### config.mk
export PLATFORM = sky130hd
export DESIGN_NAME = touch_key_press_classifier
export DESIGN_NICKNAME = d
export VERILOG_FILES = /design/src/sv/tkpc_pkg.sv /design/src/sv/tkpc_key_cell.sv /design/src/sv/tkpc_out_reg.sv /design/src/sv/touch_key_press_classifier.sv
export SDC_FILE = /design/constraint.sdc
export NUM_CORES = 1
export LEC_CHECK = 0
export ABC_CLOCK_PERIOD_IN_PS = 11590
export BUFFER_PORTS_ARGS = -buffer_cell sky130_fd_sc_hd__buf_4
export CAP_MARGIN = 20
export CORE_UTILIZATION = 60
export CTS_CLUSTER_DIAMETER = 60
export DETAILED_ROUTE_END_ITERATION = 7
export PLACE_DENSITY = 0.79
export SETUP_SLACK_MARGIN = 0.4
export SLEW_MARGIN = 30
export SYNTH_ARGS = -nofsm -noshare
export SYNTH_HDL_FRONTEND = slang
export SYNTH_SLANG_ARGS = --single-unit
### constraint.sdc
create_clock -name clk_i -period 11.59 [get_ports clk_i]
set_input_delay 2.8975 -clock clk_i [delete_from_list [all_inputs] [get_ports clk_i]]
set_output_delay 2.8975 -clock clk_i [all_outputs]
set_load 0.01 [all_outputs]
### src/sv/tkpc_pkg.sv
// Shared constants and types for the touch key press classifier.
package tkpc_pkg;

  localparam int KEY_COUNT    = 9;
  localparam int HISTORY_BITS = 16;
  localparam int MASK_BITS    = 9;
  localparam int STATUS_BITS  = 12;
  localparam int MODE_BITS    = 4;

  typedef logic [HISTORY_BITS-1:0] hist_t;

  localparam hist_t HistOne     = hist_t'(1);
  localparam hist_t LongLevel   = hist_t'(32'h80);
  localparam hist_t RepeatLevel = hist_t'(32'h100);

  // Per-key classification of one scan.
  typedef struct packed {
    logic pressed;
    logic changed;
    logic short_press;
    logic long_release;
    logic long_press;
    logic repeat_hit;
  } key_flags_t;

  // One report beat.
  typedef struct packed {
    logic [MASK_BITS-1:0] pressed_mask;
    logic [MASK_BITS-1:0] short_press_mask;
    logic [MASK_BITS-1:0] long_release_mask;
    logic [MASK_BITS-1:0] long_press_mask;
    logic [MASK_BITS-1:0] repeat_mask;
    logic [MODE_BITS-1:0] report_mode;
  } report_t;

endpackage

### src/sv/tkpc_key_cell.sv
// History register and press classification for a single key.
module tkpc_key_cell
  import tkpc_pkg::*;
(
  input  logic       clk_i,
  input  logic       rst_ni,
  input  logic       step_i,
  input  logic       touch_i,
  output key_flags_t flags_o
);

  hist_t hist_q;
  hist_t hist_d;
  hist_t hist_shift;

  always_comb begin
    hist_shift = {hist_q[HISTORY_BITS-2:0], touch_i};

    flags_o.pressed      = touch_i;
    flags_o.changed      = touch_i ^ hist_q[0];
    flags_o.short_press  = !touch_i && (hist_shift > HistOne) && (hist_shift < LongLevel);
    flags_o.long_release = !touch_i && (hist_shift >= LongLevel);
    flags_o.long_press   = touch_i && (hist_shift > LongLevel);
    flags_o.repeat_hit   = touch_i && (hist_shift > RepeatLevel);

    // A release clears the history.
    hist_d = touch_i ? hist_shift : '0;
  end

  always_ff @(posedge clk_i or negedge rst_ni) begin
    if (!rst_ni) begin
      hist_q <= '0;
    end else if (step_i) begin
      hist_q <= hist_d;
    end
  end

endmodule

### src/sv/tkpc_out_reg.sv
// Output register that holds one report beat until the consumer takes it.
module tkpc_out_reg
  import tkpc_pkg::*;
(
  input  logic    clk_i,
  input  logic    rst_ni,
  input  logic    load_i,
  input  report_t data_i,
  output logic    ready_o,
  output logic    valid_o,
  input  logic    stall_i,
  output report_t data_o
);

  logic    valid_q;
  logic    valid_d;
  report_t data_q;

  assign ready_o = !valid_q || !stall_i;
  assign valid_o = valid_q;
  assign data_o  = data_q;

  always_comb begin
    valid_d = valid_q;
    if (ready_o) begin
      valid_d = load_i;
    end
  end

  always_ff @(posedge clk_i or negedge rst_ni) begin
    if (!rst_ni) begin
      valid_q <= 1'b0;
    end else begin
      valid_q <= valid_d;
    end
  end

  always_ff @(posedge clk_i) begin
    if (load_i && ready_o) begin
      data_q <= data_i;
    end
  end

endmodule

### src/sv/touch_key_press_classifier.sv
// Touch key press classifier: per-key history, press classification and report output.
//
// Each input beat is one periodic scan of the touch-status bits, bit i being
// key i. The block accepts one scan per clock cycle while its input is not
// stalled. A scan is first captured in an input register; there every key
// classifies it against its own history register in parallel (short press on a
// release after a short hold, long release after a long hold, long press and
// repeat while held past the two thresholds), and when the scan moves on each
// key shifts its touch bit into that register. If any key changed level, or any
// key is in long press, a report beat tagged with the current mode register is
// loaded into the output register as the scan moves on. Scans that cause no
// report are consumed silently. The output register keeps its beat
// while the consumer stalls; a scan that needs the output register then waits
// in the input register, and the input stalls only while such a scan waits.
// The mode register is written by a single write-enable port and should only be
// changed while no scan is in flight.
module touch_key_press_classifier
  import tkpc_pkg::*;
(
  input  logic                   clk_i,
  input  logic                   rst_ni,
  input  logic                   cfg_write_en_i,
  input  logic [MODE_BITS-1:0]   cfg_write_data_i,
  input  logic                   in_valid_i,
  output logic                   in_stall_o,
  input  logic [STATUS_BITS-1:0] touch_status_i,
  output logic                   out_valid_o,
  input  logic                   out_stall_i,
  output logic [MASK_BITS-1:0]   pressed_mask_o,
  output logic [MASK_BITS-1:0]   short_press_mask_o,
  output logic [MASK_BITS-1:0]   long_release_mask_o,
  output logic [MASK_BITS-1:0]   long_press_mask_o,
  output logic [MASK_BITS-1:0]   repeat_mask_o,
  output logic [MODE_BITS-1:0]   report_mode_o
);

  logic [MODE_BITS-1:0] mode_tag_q;

  logic                 scan_valid_q;
  logic                 scan_valid_d;
  logic [KEY_COUNT-1:0] touch_q;

  logic                 in_accept;
  logic                 step;
  logic                 report;
  logic                 out_ready;

  key_flags_t           flags [KEY_COUNT];
  logic [KEY_COUNT-1:0] changed_vec;
  logic [KEY_COUNT-1:0] long_vec;
  report_t              rep_d;
  report_t              rep_q;

  // Mode register.
  always_ff @(posedge clk_i or negedge rst_ni) begin
    if (!rst_ni) begin
      mode_tag_q <= '0;
    end else if (cfg_write_en_i) begin
      mode_tag_q <= cfg_write_data_i;
    end
  end

  // Input register. The scan moves on when it makes no report or the output
  // register can take its report.
  assign step       = scan_valid_q && (!report || out_ready);
  assign in_stall_o = scan_valid_q && !step;
  assign in_accept  = in_valid_i && !in_stall_o;

  always_comb begin
    scan_valid_d = scan_valid_q;
    if (step) begin
      scan_valid_d = 1'b0;
    end
    if (in_accept) begin
      scan_valid_d = 1'b1;
    end
  end

  always_ff @(posedge clk_i or negedge rst_ni) begin
    if (!rst_ni) begin
      scan_valid_q <= 1'b0;
    end else begin
      scan_valid_q <= scan_valid_d;
    end
  end

  // Touch bits above the key count are not used.
  always_ff @(posedge clk_i) begin
    if (in_accept) begin
      touch_q <= touch_status_i[KEY_COUNT-1:0];
    end
  end

  // One classification cell per key, all working on the same scan.
  for (genvar k = 0; k < KEY_COUNT; k++) begin : g_key
    tkpc_key_cell u_cell (
      .clk_i   (clk_i),
      .rst_ni  (rst_ni),
      .step_i  (step),
      .touch_i (touch_q[k]),
      .flags_o (flags[k])
    );
    assign changed_vec[k] = flags[k].changed;
    assign long_vec[k]    = flags[k].long_press;
  end

  assign report = (|changed_vec) || (|long_vec);

  // Keys beyond the mask width still drive the report decision but are
  // dropped from the masks.
  always_comb begin
    rep_d = '0;
    for (int m = 0; m < MASK_BITS; m++) begin
      if (m < KEY_COUNT) begin
        rep_d.pressed_mask[m]      = flags[m].pressed;
        rep_d.short_press_mask[m]  = flags[m].short_press;
        rep_d.long_release_mask[m] = flags[m].long_release;
        rep_d.long_press_mask[m]   = flags[m].long_press;
        rep_d.repeat_mask[m]       = flags[m].repeat_hit;
      end
    end
    rep_d.report_mode = mode_tag_q;
  end

  tkpc_out_reg u_out (
    .clk_i   (clk_i),
    .rst_ni  (rst_ni),
    .load_i  (scan_valid_q && report),
    .data_i  (rep_d),
    .ready_o (out_ready),
    .valid_o (out_valid_o),
    .stall_i (out_stall_i),
    .data_o  (rep_q)
  );

  assign pressed_mask_o      = rep_q.pressed_mask;
  assign short_press_mask_o  = rep_q.short_press_mask;
  assign long_release_mask_o = rep_q.long_release_mask;
  assign long_press_mask_o   = rep_q.long_press_mask;
  assign repeat_mask_o       = rep_q.repeat_mask;
  assign report_mode_o       = rep_q.report_mode;

endmodule

==> out/metrics.yaml, run 1 <==
timing:
  rsz0062_at_grt: "no"
  max_freq_mhz: 143
  fin_skew_ps: 9.56
  relSlewSlack: 0.370
  tns_ps: 0
  slew_viol_final: 0
  worst_slew_pin_slew_ps: 945
  hold_violations: 0
  fin_hold_ws_ps: 447
  setup_slack_ps: 4610
  setup_viol: 0
  period_share: 0.602
  post-route-min-period_ps: 6980
cts:
  cts_tree: "done"
  post_cts_resized: 0
  clock-root-buffer: "clkbuf_16"
  clockBufferDepth: 2
  path_clk_slew_ps: 70
  post_cts_buffers: 0
  insertion_delay_ps: 440
  ctsHoldBuffers: 0
  clock_sinks: 199
  htree_levels: 4
  numCtsBuffers: 17
finish:
  syn2layout_area_growth_pct: 10.5
  final_cell_mix: "nand2_1, dfrtp_1, o21ai_0, nor2_1, buf_4"
  n_antenna_cell: 0
  fin_nets: 1196
  final_common_cell: "nand2_1"
  fillCellCount: 1334
  fin_cells: 1386
  drive_above_1_share: 0.109
synth:
  synth_edf_count: 58
  synth_top_family_by_area: "compound AO/OA/AOI/OAI gates"
  yosysUniqueCellTypes: 40
  synth_flop_cell: "dfrtp_1"
  synth-simple-area-share: 0.152
  synth_adder_area_share: 0.0321
  ys_async_sr_fraction: 0.709
  syn-num-nets: 1184
  synth_compound_area_frac: 0.259
  synthCells: 1136
  yosysSeqAreaShare: 0.500
  avgSynthCellArea_um2: 9.28
  synth.area.mux_share: 0.00427
  synthesis.area_um2: 10500
  synth_seq_cells: 199
  synth_xor_area_frac: 0
  yosys_warnings: 0
drt:
  drt-total-wl_mm: 26.0
  num_vias: 9133
  dr.pass1.iters: 6
  drt_iter0_drc: 1210
  drtAntennaViolNets: 0
  wl_per_cell_um: 18.8
  drc: 0
  vias_per_cell: 6.59
run:
  cap_violations: 0
power_and_ir_drop:
  swShare: 0.366
  ir_worst_vdd_mv: 0.119
  power.switching_w: 0.000874
  power_frac_clock: 0.243
  p_int_w: 0.00151
  finalPower_w: 0.00238
  power_frac_comb: 0.295
  cellLeakagePower_nw: 4.75
  power.density_nw_per_um2: 205
  p_seq_frac: 0.462
critical_path:
  critPathRequiredTime_ps: 8690
  critical_path_arrival_ps: 4080
  crit_type: "in -> out"
  start_kind: "input pin"
  cp_max_fo: 34
  ff2ff_path_depth: 7
  critPathCaptureType: "primary output"
place:
  gp_congestion: 0.801
  place_hpwl_mm: 15.2
  pre_cts_ws_ps: 4660
  dp.cells: 1354
  numPortBuffers: 68
grt:
  grt_pass1_wl_mm: 43.5
  grt-ovfl-total: 0
  gr-usage-met3: 0.0653
  met1_usage: 0.434
  grt_util_met2: 0.458
  grt_pass1_vias: 8526
  grt_max_degree: 102
  gr-max-usage-layer: "met2"
  grt_antenna_before_repair: 0
  grt_usage: 0.303
floorplanning:
  die_y_um: 135
  dieArea_um2: 18100
  core_region_area_um2: 17200
  ios: 72
  die_w_um: 135
  start_util: 0.611
  rows: 48
min_path:
  hold_class: "reg -> reg"
  worstHoldPathCells: 0
status:
  outcome: "finished clean"
synth_stat cells (9+ instances only):
cell type	instances	area [um^2]
a221oi_1	9	78.8
o2bb2ai_1	29	254
nand2_1	150	563
nor2_1	93	349
o211ai_1	34	255
a22oi_1	72	541
a31oi_1	14	87.6
o22ai_1	25	156
a21oi_1	53	265
ha_1	27	338
nor4_1	9	56.3
o21ai_0	127	636
inv_1	48	180
dfrtp_1	141	3530
and3_1	33	206
edfxtp_1	58	1740
nand4_1	30	188
nor3_1	18	90.1
clkbuf_1	75	282
o311ai_1	34	298
nand3_1	11	55.1
state kept, by name (all words and copies together) (netlist names):
name,cells
u_out.data_o,49
touch_q,9
mode_tag_q,4
g_key.u_cell.hist_q,135
u_out.valid_o,1
scan_valid_q,1
area by class of cell:
type,instances,area [um^2],area share
Multi-Input combinational cell,801,4720,0.406
Clock inverter,11,97.6,0.00838
Timing Repair Buffer,81,616,0.0529
Clock buffer,21,472,0.0405
Sequential cell,199,5270,0.453
Tap cell,225,282,0.0242
Inverter,48,181,0.0156
logic make-up (layout without fill, tap and decap cells):
group	count (synthesis)	count (layout)
AO/OA/AOI/OAI	414	414
AND/OR/NAND/NOR	356	356
flip-flops	199	199
buffers and inverters	136	161
adder cells (fa/ha/maj)	27	27
multiplexers	4	4
worst max-delay path, cell delays in order:
cell     delay [ps]
buf_4           280
and2_4          490
nand2_1         160
nor2_1          110
buf_4           130
stage by stage:
stage	instance area (um^2)	util
finish	11600	0.676
global route	11600	0.676
CTS	11600	0.676
detailed placement	11100	0.643
global placement	11100	0.642
floorplan	10500	-
power by group through the flow:
stage               Clock, W  Sequential (W)  Combinational, W
floorplan                  0         0.00107          0.000499
global placement           0         0.00110          0.000670
detailed placement         0         0.00110          0.000693
CTS                 0.000586         0.00110          0.000698
global route        0.000615         0.00113          0.000796
finish              0.000579         0.00110          0.000704
final timing paths:
check	from	endpoint	slack [ps]
min in group asynchronous	rst_ni	mode_tag_q[3]	2530
hold / removal	mode_tag_q[0]	u_out.data_o[0]	450
setup / recovery	out_stall_i	in_stall_o	4610
hold reg to reg	mode_tag_q[0]	u_out.data_o[0]	450
setup reg to reg	g_key[1].u_cell.hist_q[9]	touch_q[5]	7400
max in group asynchronous	rst_ni	g_key[7].u_cell.hist_q[2]	7800
metal layers:
layer  vias to the layer above  share of wire  wire length [um]
met2                       351           0.47             12200
met1                      4460           0.44             11500
met3                        45          0.070              1810
li1                       4277              -                 -
met4                         0          0.020               529
met5                         -              0                 0
Note: power is estimated with default switching activity, not from simulation.
==> run 2, diff against run 1 <==
--- a/config.mk
+++ b/config.mk
@@ -5,13 +5,14 @@
 export SDC_FILE = /design/constraint.sdc
 export NUM_CORES = 1
 export LEC_CHECK = 0
-export ABC_CLOCK_PERIOD_IN_PS = 11590
+export ABC_AREA = 1
+export ABC_CLOCK_PERIOD_IN_PS = 7100
 export BUFFER_PORTS_ARGS = -buffer_cell sky130_fd_sc_hd__buf_4
 export CAP_MARGIN = 20
 export CORE_UTILIZATION = 60
 export CTS_CLUSTER_DIAMETER = 60
 export DETAILED_ROUTE_END_ITERATION = 7
-export PLACE_DENSITY = 0.79
+export PLACE_DENSITY = 0.8
 export SETUP_SLACK_MARGIN = 0.4
 export SLEW_MARGIN = 30
 export SYNTH_ARGS = -nofsm -noshare
==> constraint.sdc (replaced) <==
create_clock -name clk_i -period 7.1 [get_ports clk_i]
set_input_delay 1.775 -clock clk_i [delete_from_list [all_inputs] [get_ports clk_i]]
set_output_delay 1.775 -clock clk_i [all_outputs]
set_load 0.01 [all_outputs]
==> out/metrics.yaml, run 2 <==
cts:
  post_cts_resized: 0  # unchanged
  numCtsBuffers: 17  # unchanged
  post_cts_buffers: 0  # unchanged
  clock-root-buffer: "clkbuf_16"
  clockBufferDepth: 2  # unchanged
  insertion_delay_ps: 440  # about the same
  path_clk_slew_ps: 70  # about the same
  ctsHoldBuffers: 0  # unchanged
  htree_levels: 4  # unchanged
  cts_tree: "done"
  clock_sinks: 199  # unchanged
timing:
  relSlewSlack: 0.434  # +0.0644
  hold_violations: 0  # unchanged
  period_share: 0.721
  tns_ps: 0  # unchanged
  worst_slew_pin_slew_ps: 849  # -96.6 ps
  post-route-min-period_ps: 5120
  max_freq_mhz: 195
  rsz0062_at_grt: "no"
  fin_skew_ps: 10.7  # +1.13 ps
  slew_viol_final: 0  # unchanged
  setup_viol: 0  # unchanged
power_and_ir_drop:
  power.switching_w: 0.000641  # -27%
  power_frac_comb: 0.111  # -0.184
  cellLeakagePower_nw: 6.47  # +36%
  ir_worst_vdd_mv: 0.196  # +64%
  power_frac_clock: 0.371  # +0.128
  p_int_w: 0.00189  # +25%
  swShare: 0.254  # -0.113
  p_seq_frac: 0.518  # +0.056
  power.density_nw_per_um2: 235  # +15%
drt:
  drt_iter0_drc: 571  # -53%
  wl_per_cell_um: 12.8  # -32%
  met1_length_mm: 8.37  # -27%
  drc: 0  # unchanged
  dr.pass1.iters: 5  # -1
  route.met3.wl_um: 728  # -60%
  drt-total-wl_mm: 18.5  # -29%
  num_vias: 7431  # -19%
  dr_wl_met2_mm: 9.10  # -25%
  top_layer_used: "met4"
  drtAntennaViolNets: 0  # unchanged
  vias_per_cell: 5.15  # -22%
synth:
  yosys_warnings: 0  # unchanged
  synth_adder_area_share: 0.0349  # +0.00288
  avgSynthCellArea_um2: 8.17  # -12%
  yosysSeqAreaShare: 0.545  # +0.0449
  yosysMostFrequentCell: "nand2_1"
  synth.area.mux_share: 0.00466  # +0.000384
  synthCells: 1183  # +4.1%
  synth_seq_cells: 199  # unchanged
  synth-simple-area-share: 0.296  # +0.144
  yosys.area.top_type: "dfrtp_1"
  synth_compound_area_frac: 0.0164  # -0.242
  synth_top_area_frac: 0.365  # +0.0301
  ys_async_sr_fraction: 0.709  # unchanged
  synthTopCellsByArea: "dfrtp_1, edfxtp_1, nand2_1, nand3_1, inv_1"
  syn-num-nets: 1231  # +4.0%
  yosysUniqueCellTypes: 28  # -30%
  synth_top_family_by_area: "simple AND/OR/NAND/NOR gates"
  synthesis.area_um2: 9670  # -8.2%
  synth_xor_area_frac: 0  # unchanged
  synth_edf_count: 58  # unchanged
  synth_flop_cell: "dfrtp_1"
  synth_common_cells: "nand2_1, inv_1, dfrtp_1"
grt:
  grt_pass1_vias: 7055  # -17%
  grt-ovfl-total: 0  # unchanged
  grt_max_degree: 93  # -8.8%
  grt_antenna_before_repair: 0  # unchanged
  grt_usage: 0.242  # -0.0611
  grt_pass1_wl_mm: 31.7  # -27%
critical_path:
  start_kind: "flip-flop"
  crit_slowest_cell: "edfxtp_1"
  path_delay_family: "simple AND/OR/NAND/NOR gates"
  crit_type: "reg -> out"
  slowest_delay_ps: 770  # +280 ps
  crit_path_cell_trace: "inv_1, ha_1, nor3_1, nand4_1, nor2_1, nand3_1, nand2_4, nor2_1, buf_4"
  critical_path_arrival_ps: 3350  # -730 ps
  crit_top_cell: "nor2_1"
  critPathCaptureType: "primary output"
  critPathRequiredTime_ps: 5330  # -3360 ps
  cp.buffers_inverters: 2  # unchanged
  cp_max_fo: 63  # +85%
  rrSetupSlack_ps: 2890  # -4510 ps
min_path:
  hold_class: "reg -> reg"
floorplanning:
  start_util: 0.611  # about the same
  die_y_um: 129  # -4.1%
  core_region_area_um2: 15800  # -8.2%
  rows: 46  # -4.2%
  ios: 72  # unchanged
  dieArea_um2: 16600  # -8.1%
  die_w_um: 129  # -4.1%
finish:
  final_common_cell: "nand2_1"
  fin_nets: 1262  # +5.5%
  syn2layout_area_growth_pct: 11.4
  drive_above_1_share: 0.0937  # -0.0148
  final_cell_mix: "nand2_1, inv_1, dfrtp_1, nand3_1, buf_4"
  largest_reg_flops: 135  # unchanged
  n_antenna_cell: 0  # unchanged
  top_register: "g_key.u_cell.hist_q"
  fin_util: 0.680  # +0.00472
place:
  numPortBuffers: 68  # unchanged
  place_hpwl_mm: 11.0  # -27%
  gp_congestion: 0.786  # -1.8%
status:
  outcome: "finished clean"
run:
  cap_violations: 0  # unchanged
run 2: cell count changes after synthesis, moves of 29 or more:
cell       before  now
inv_1          48  177
o2bb2ai_1      29    0
nand2_1       150  436
a22oi_1        72    0
o211ai_1       34    0
nand3_1        11  138
o21ai_0       127    4
and3_1         33    0
o311ai_1       34    0
a21oi_1        53    9
clkbuf_1       75   39
run 2: final cells by class:
type                            instances  area [um^2]
Sequential cell                       199         5270
Fill cell                            1256         5060
Multi-Input combinational cell        745         3420
Inverter                              177          664
Timing Repair Buffer                   74          572
Clock buffer                           23          468
Tap cell                              216          270
Clock inverter                          9          101
run 2: worst paths after layout:
path | start | end | cells past startpoint
worst max-delay path | touch_q[6] | in_stall_o | 9
worst min register to register | mode_tag_q[0] | u_out.data_o[0] | 0
min in group asynchronous | rst_ni | g_key[2].u_cell.hist_q[11] | 1
max in group asynchronous | rst_ni | g_key[4].u_cell.hist_q[12] | 2
worst min-delay path | mode_tag_q[0] | u_out.data_o[0] | 0
worst max register to register | touch_q[6] | g_key[3].u_cell.hist_q[4] | 11
run 2: layer usage:
metal / global-route usage / up-vias
li1: - / 3702
met1: 0.311 / 3554
met2: 0.411 / 154
met3: 0.0462 / 21
met4: 0.0851 / 0
met5: 0 / -
run 2: worst register-to-register path, stage by stage (launching register included):
cell and delay (ps):
edfxtp_1 770, inv_1 150, ha_1 330, nor3_1 390
nand4_1 130, nor2_1 130, nand3_1 150, nand2_4 560
nand2_4 670, buf_4 560, nand2_1 180, nand2_1 70
run 2: kinds of logic after synthesis:
group	after synthesis
flip-flops	199
buffers and inverters	239
AND/OR/NAND/NOR	689
multiplexers	4
AO/OA/AOI/OAI	25
adder cells (fa/ha/maj)	27
run 2: power groups by stage:
| stage | logic [W] | registers (W) | clock network [W] |
|---|---|---|---|
| final | 0.000281 | 0.00131 | 0.000937 |
| after detailed placement | 0.000274 | 0.00134 | 0 |
| after CTS | 0.000276 | 0.00132 | 0.000950 |
| after global routing | 0.000320 | 0.00132 | 0.000986 |
| after global placement | 0.000268 | 0.00134 | 0 |
| after floorplan | 0.000193 | 0.00132 | 0 |
run 2: per-stage QoR:
stage,power [W],hold WS [ps],setup slack [ps],area [um^2],std cells
CTS,0.00254,451,1920,10700,1442
global route,0.00263,473,1660,10800,1443
finish,0.00253,446,1980,10800,1443
floorplan,0.00151,421,2690,9670,1183
global placement,0.00161,423,2460,10200,1410
detailed placement,0.00161,436,2410,10200,1410
==> run 3, diff against run 2 <==
--- a/config.mk
+++ b/config.mk
@@ -6,7 +6,7 @@
 export NUM_CORES = 1
 export LEC_CHECK = 0
 export ABC_AREA = 1
-export ABC_CLOCK_PERIOD_IN_PS = 7100
+export ABC_CLOCK_PERIOD_IN_PS = 5250
 export BUFFER_PORTS_ARGS = -buffer_cell sky130_fd_sc_hd__buf_4
 export CAP_MARGIN = 20
 export CORE_UTILIZATION = 60
==> constraint.sdc (replaced) <==
create_clock -name clk_i -period 5.25 [get_ports clk_i]
set_input_delay 1.3125 -clock clk_i [delete_from_list [all_inputs] [get_ports clk_i]]
set_output_delay 1.3125 -clock clk_i [all_outputs]
set_load 0.01 [all_outputs]
==> out/metrics.yaml, run 3 (synthesized netlist as in run 2, its figures left out) <==
status:
  outcome: "finished clean"
timing:
  period_share: 0.792
  setup_viol: 0  # unchanged
  slew_viol_final: 0  # unchanged
  fin_skew_ps: 8.45  # -2.24 ps
  relSlewSlack: 0.375  # -0.0592
  worst_slew_pin_slew_ps: 938  # +88.8 ps
  post-route-min-period_ps: 4160
  rsz0062_at_grt: "no"
  hold_violations: 0  # unchanged
  setup_slack_ps: 1090  # -887 ps
  tns_ps: 0  # unchanged
  max_freq_mhz: 240
floorplanning:
  rows: 46  # unchanged
  ios: 72  # unchanged
  die_y_um: 129  # unchanged
  die_w_um: 129  # unchanged
  dieArea_um2: 16600  # unchanged
  start_util: 0.611  # unchanged
  core_region_area_um2: 15800  # unchanged
finish:
  fin_nets: 1265  # +0.24%
  fillCellCount: 1302  # +3.7%
  largest_reg_flops: 135  # unchanged
  post-route-cell-area_um2: 10800  # +0.26%
  syn2layout_area_growth_pct: 11.6
  top_register: "g_key.u_cell.hist_q"
  final_common_cell: "nand2_1"
  n_antenna_cell: 0  # unchanged
  final_cell_mix: "nand2_1, inv_1, dfrtp_1, nand3_1, buf_4"
  drive_above_1_share: 0.0967  # +0.00302
critical_path:
  reg2reg_to: "g_key[2].u_cell.hist_q[8]"
  crit_type: "reg -> out"
  critical_path_arrival_ps: 2850  # -500 ps
  start_kind: "flip-flop"
  crit_path_start: "touch_q[8]"
  rrSetupSlack_ps: 1580  # -1310 ps
  timing.rr.start: "touch_q[8]"
  ff2ff_path_depth: 12  # +1
  worstSetupEndpoint: "in_stall_o"
  critPathRequiredTime_ps: 3940  # -1390 ps
  critPathCaptureType: "primary output"
  cp_max_fo: 21  # -67%
power_and_ir_drop:
  power_frac_comb: 0.113  # +0.002
  power_frac_clock: 0.371  # about the same
  power.density_nw_per_um2: 318  # +35%
  ir_worst_vdd_mv: 0.256  # +31%
  cellLeakagePower_nw: 6.47  # about the same
  p_seq_frac: 0.516  # -0.002
  swShare: 0.259  # +0.00540
  power.switching_w: 0.000889  # +39%
  p_int_w: 0.00254  # +35%
cts:
  insertion_delay_ps: 430  # about the same
  clock_sinks: 199  # unchanged
  htree_levels: 4  # unchanged
  path_clk_slew_ps: 70  # about the same
  post_cts_resized: 0  # unchanged
  cts_tree: "done"
  clock-root-buffer: "clkbuf_16"
  numCtsBuffers: 17  # unchanged
  post_cts_buffers: 0  # unchanged
  ctsHoldBuffers: 0  # unchanged
  clockBufferDepth: 2  # unchanged
place:
  placed_cell_area_um2: 10200  # +0.42%
  place_hpwl_mm: 11.0  # -0.31%
  numPortBuffers: 68  # unchanged
  gp_congestion: 0.807  # +2.6%
  pre_cts_ws_ps: 1500  # -907 ps
drt:
  drt_iter0_drc: 636  # +11%
  drt-total-wl_mm: 18.5  # -0.16%
  vias_per_cell: 5.06  # -1.7%
  drc: 0  # unchanged
  dr.pass1.iters: 7  # +2
  wl_per_cell_um: 12.8  # -0.36%
  drtAntennaViolNets: 0  # unchanged
  num_vias: 7321  # -1.5%
grt:
  grt-ovfl-total: 0  # unchanged
  grt_max_degree: 91  # -2.2%
  grt_pass1_vias: 6726  # -4.7%
  grt_antenna_before_repair: 0  # unchanged
  grt_usage: 0.240  # -0.00211
  grt_pass1_wl_mm: 31.4  # -0.83%
run:
  cap_violations: 0  # unchanged
min_path:
  worstHoldPathCells: 0  # unchanged
  hold_class: "reg -> reg"
## run 3: changes by cell type in the layout (fill, tap and decap cells not counted)
cell	delta
clkinv_1	+1
inv_6	+1
clkinv_4	-1
clkbuf_1	-2
buf_4	+3
clkinv_2	-3
clkbuf_8	-1
clkinvlp_4	+5
## run 3: area by class of cell
type / instances / area, um^2 / share of cell area
Clock inverter: 12 / 128 / 0.0118
Tap cell: 216 / 270 / 0.0250
Inverter: 177 / 664 / 0.0615
Clock buffer: 20 / 447 / 0.0414
Sequential cell: 199 / 5270 / 0.489
Multi-Input combinational cell: 745 / 3420 / 0.317
Timing Repair Buffer: 77 / 594 / 0.0551
## run 3: stage by stage
stage	util	hold WS, ps	std cells	power, W
after CTS	0.682	451	1446	0.00346
final	0.682	445	1446	0.00343
after global placement	0.646	424	1414	0.00218
after floorplan	-	421	1183	0.00204
after global routing	0.682	467	1446	0.00358
after detailed placement	0.646	435	1414	0.00219
## run 3: worst min-delay path by stage
stage,startpoint,endpoint,slack (ps)
floorplan,mode_tag_q[0],u_out.data_o[0],420
global placement,mode_tag_q[3],u_out.data_o[3],420
detailed placement,mode_tag_q[0],u_out.data_o[0],430
CTS,mode_tag_q[0],u_out.data_o[0],450
global route,mode_tag_q[0],u_out.data_o[0],470
finish,mode_tag_q[0],u_out.data_o[0],450
## run 3: worst max-delay path, cell delays in order, from the launching register on
cell and delay [ps]:
edfxtp_1 770, inv_1 160, ha_1 330, nor3_1 270, nand4_1 140, nor2_1 130, nand3_1 150, nand2_4 240
nor2_1 70, buf_4 140
## run 3: power by group through the flow
stage               logic [W]  clock network, W  registers [W]
finish               0.000387           0.00128        0.00177
detailed placement   0.000387                 0        0.00180
floorplan            0.000261                 0        0.00178
CTS                  0.000390           0.00130        0.00177
global route         0.000437           0.00135        0.00179
global placement     0.000379                 0        0.00180
## run 3: layer usage
| metal | share of wire | vias up | GRT usage |
|---|---|---|---|
| li1 | - | 3712 | - |
| met1 | 0.46 | 3431 | 0.326 |
| met2 | 0.48 | 163 | 0.389 |
| met3 | 0.040 | 15 | 0.0474 |
| met4 | 0.015 | 0 | 0.0782 |
| met5 | 0 | - | 0 |
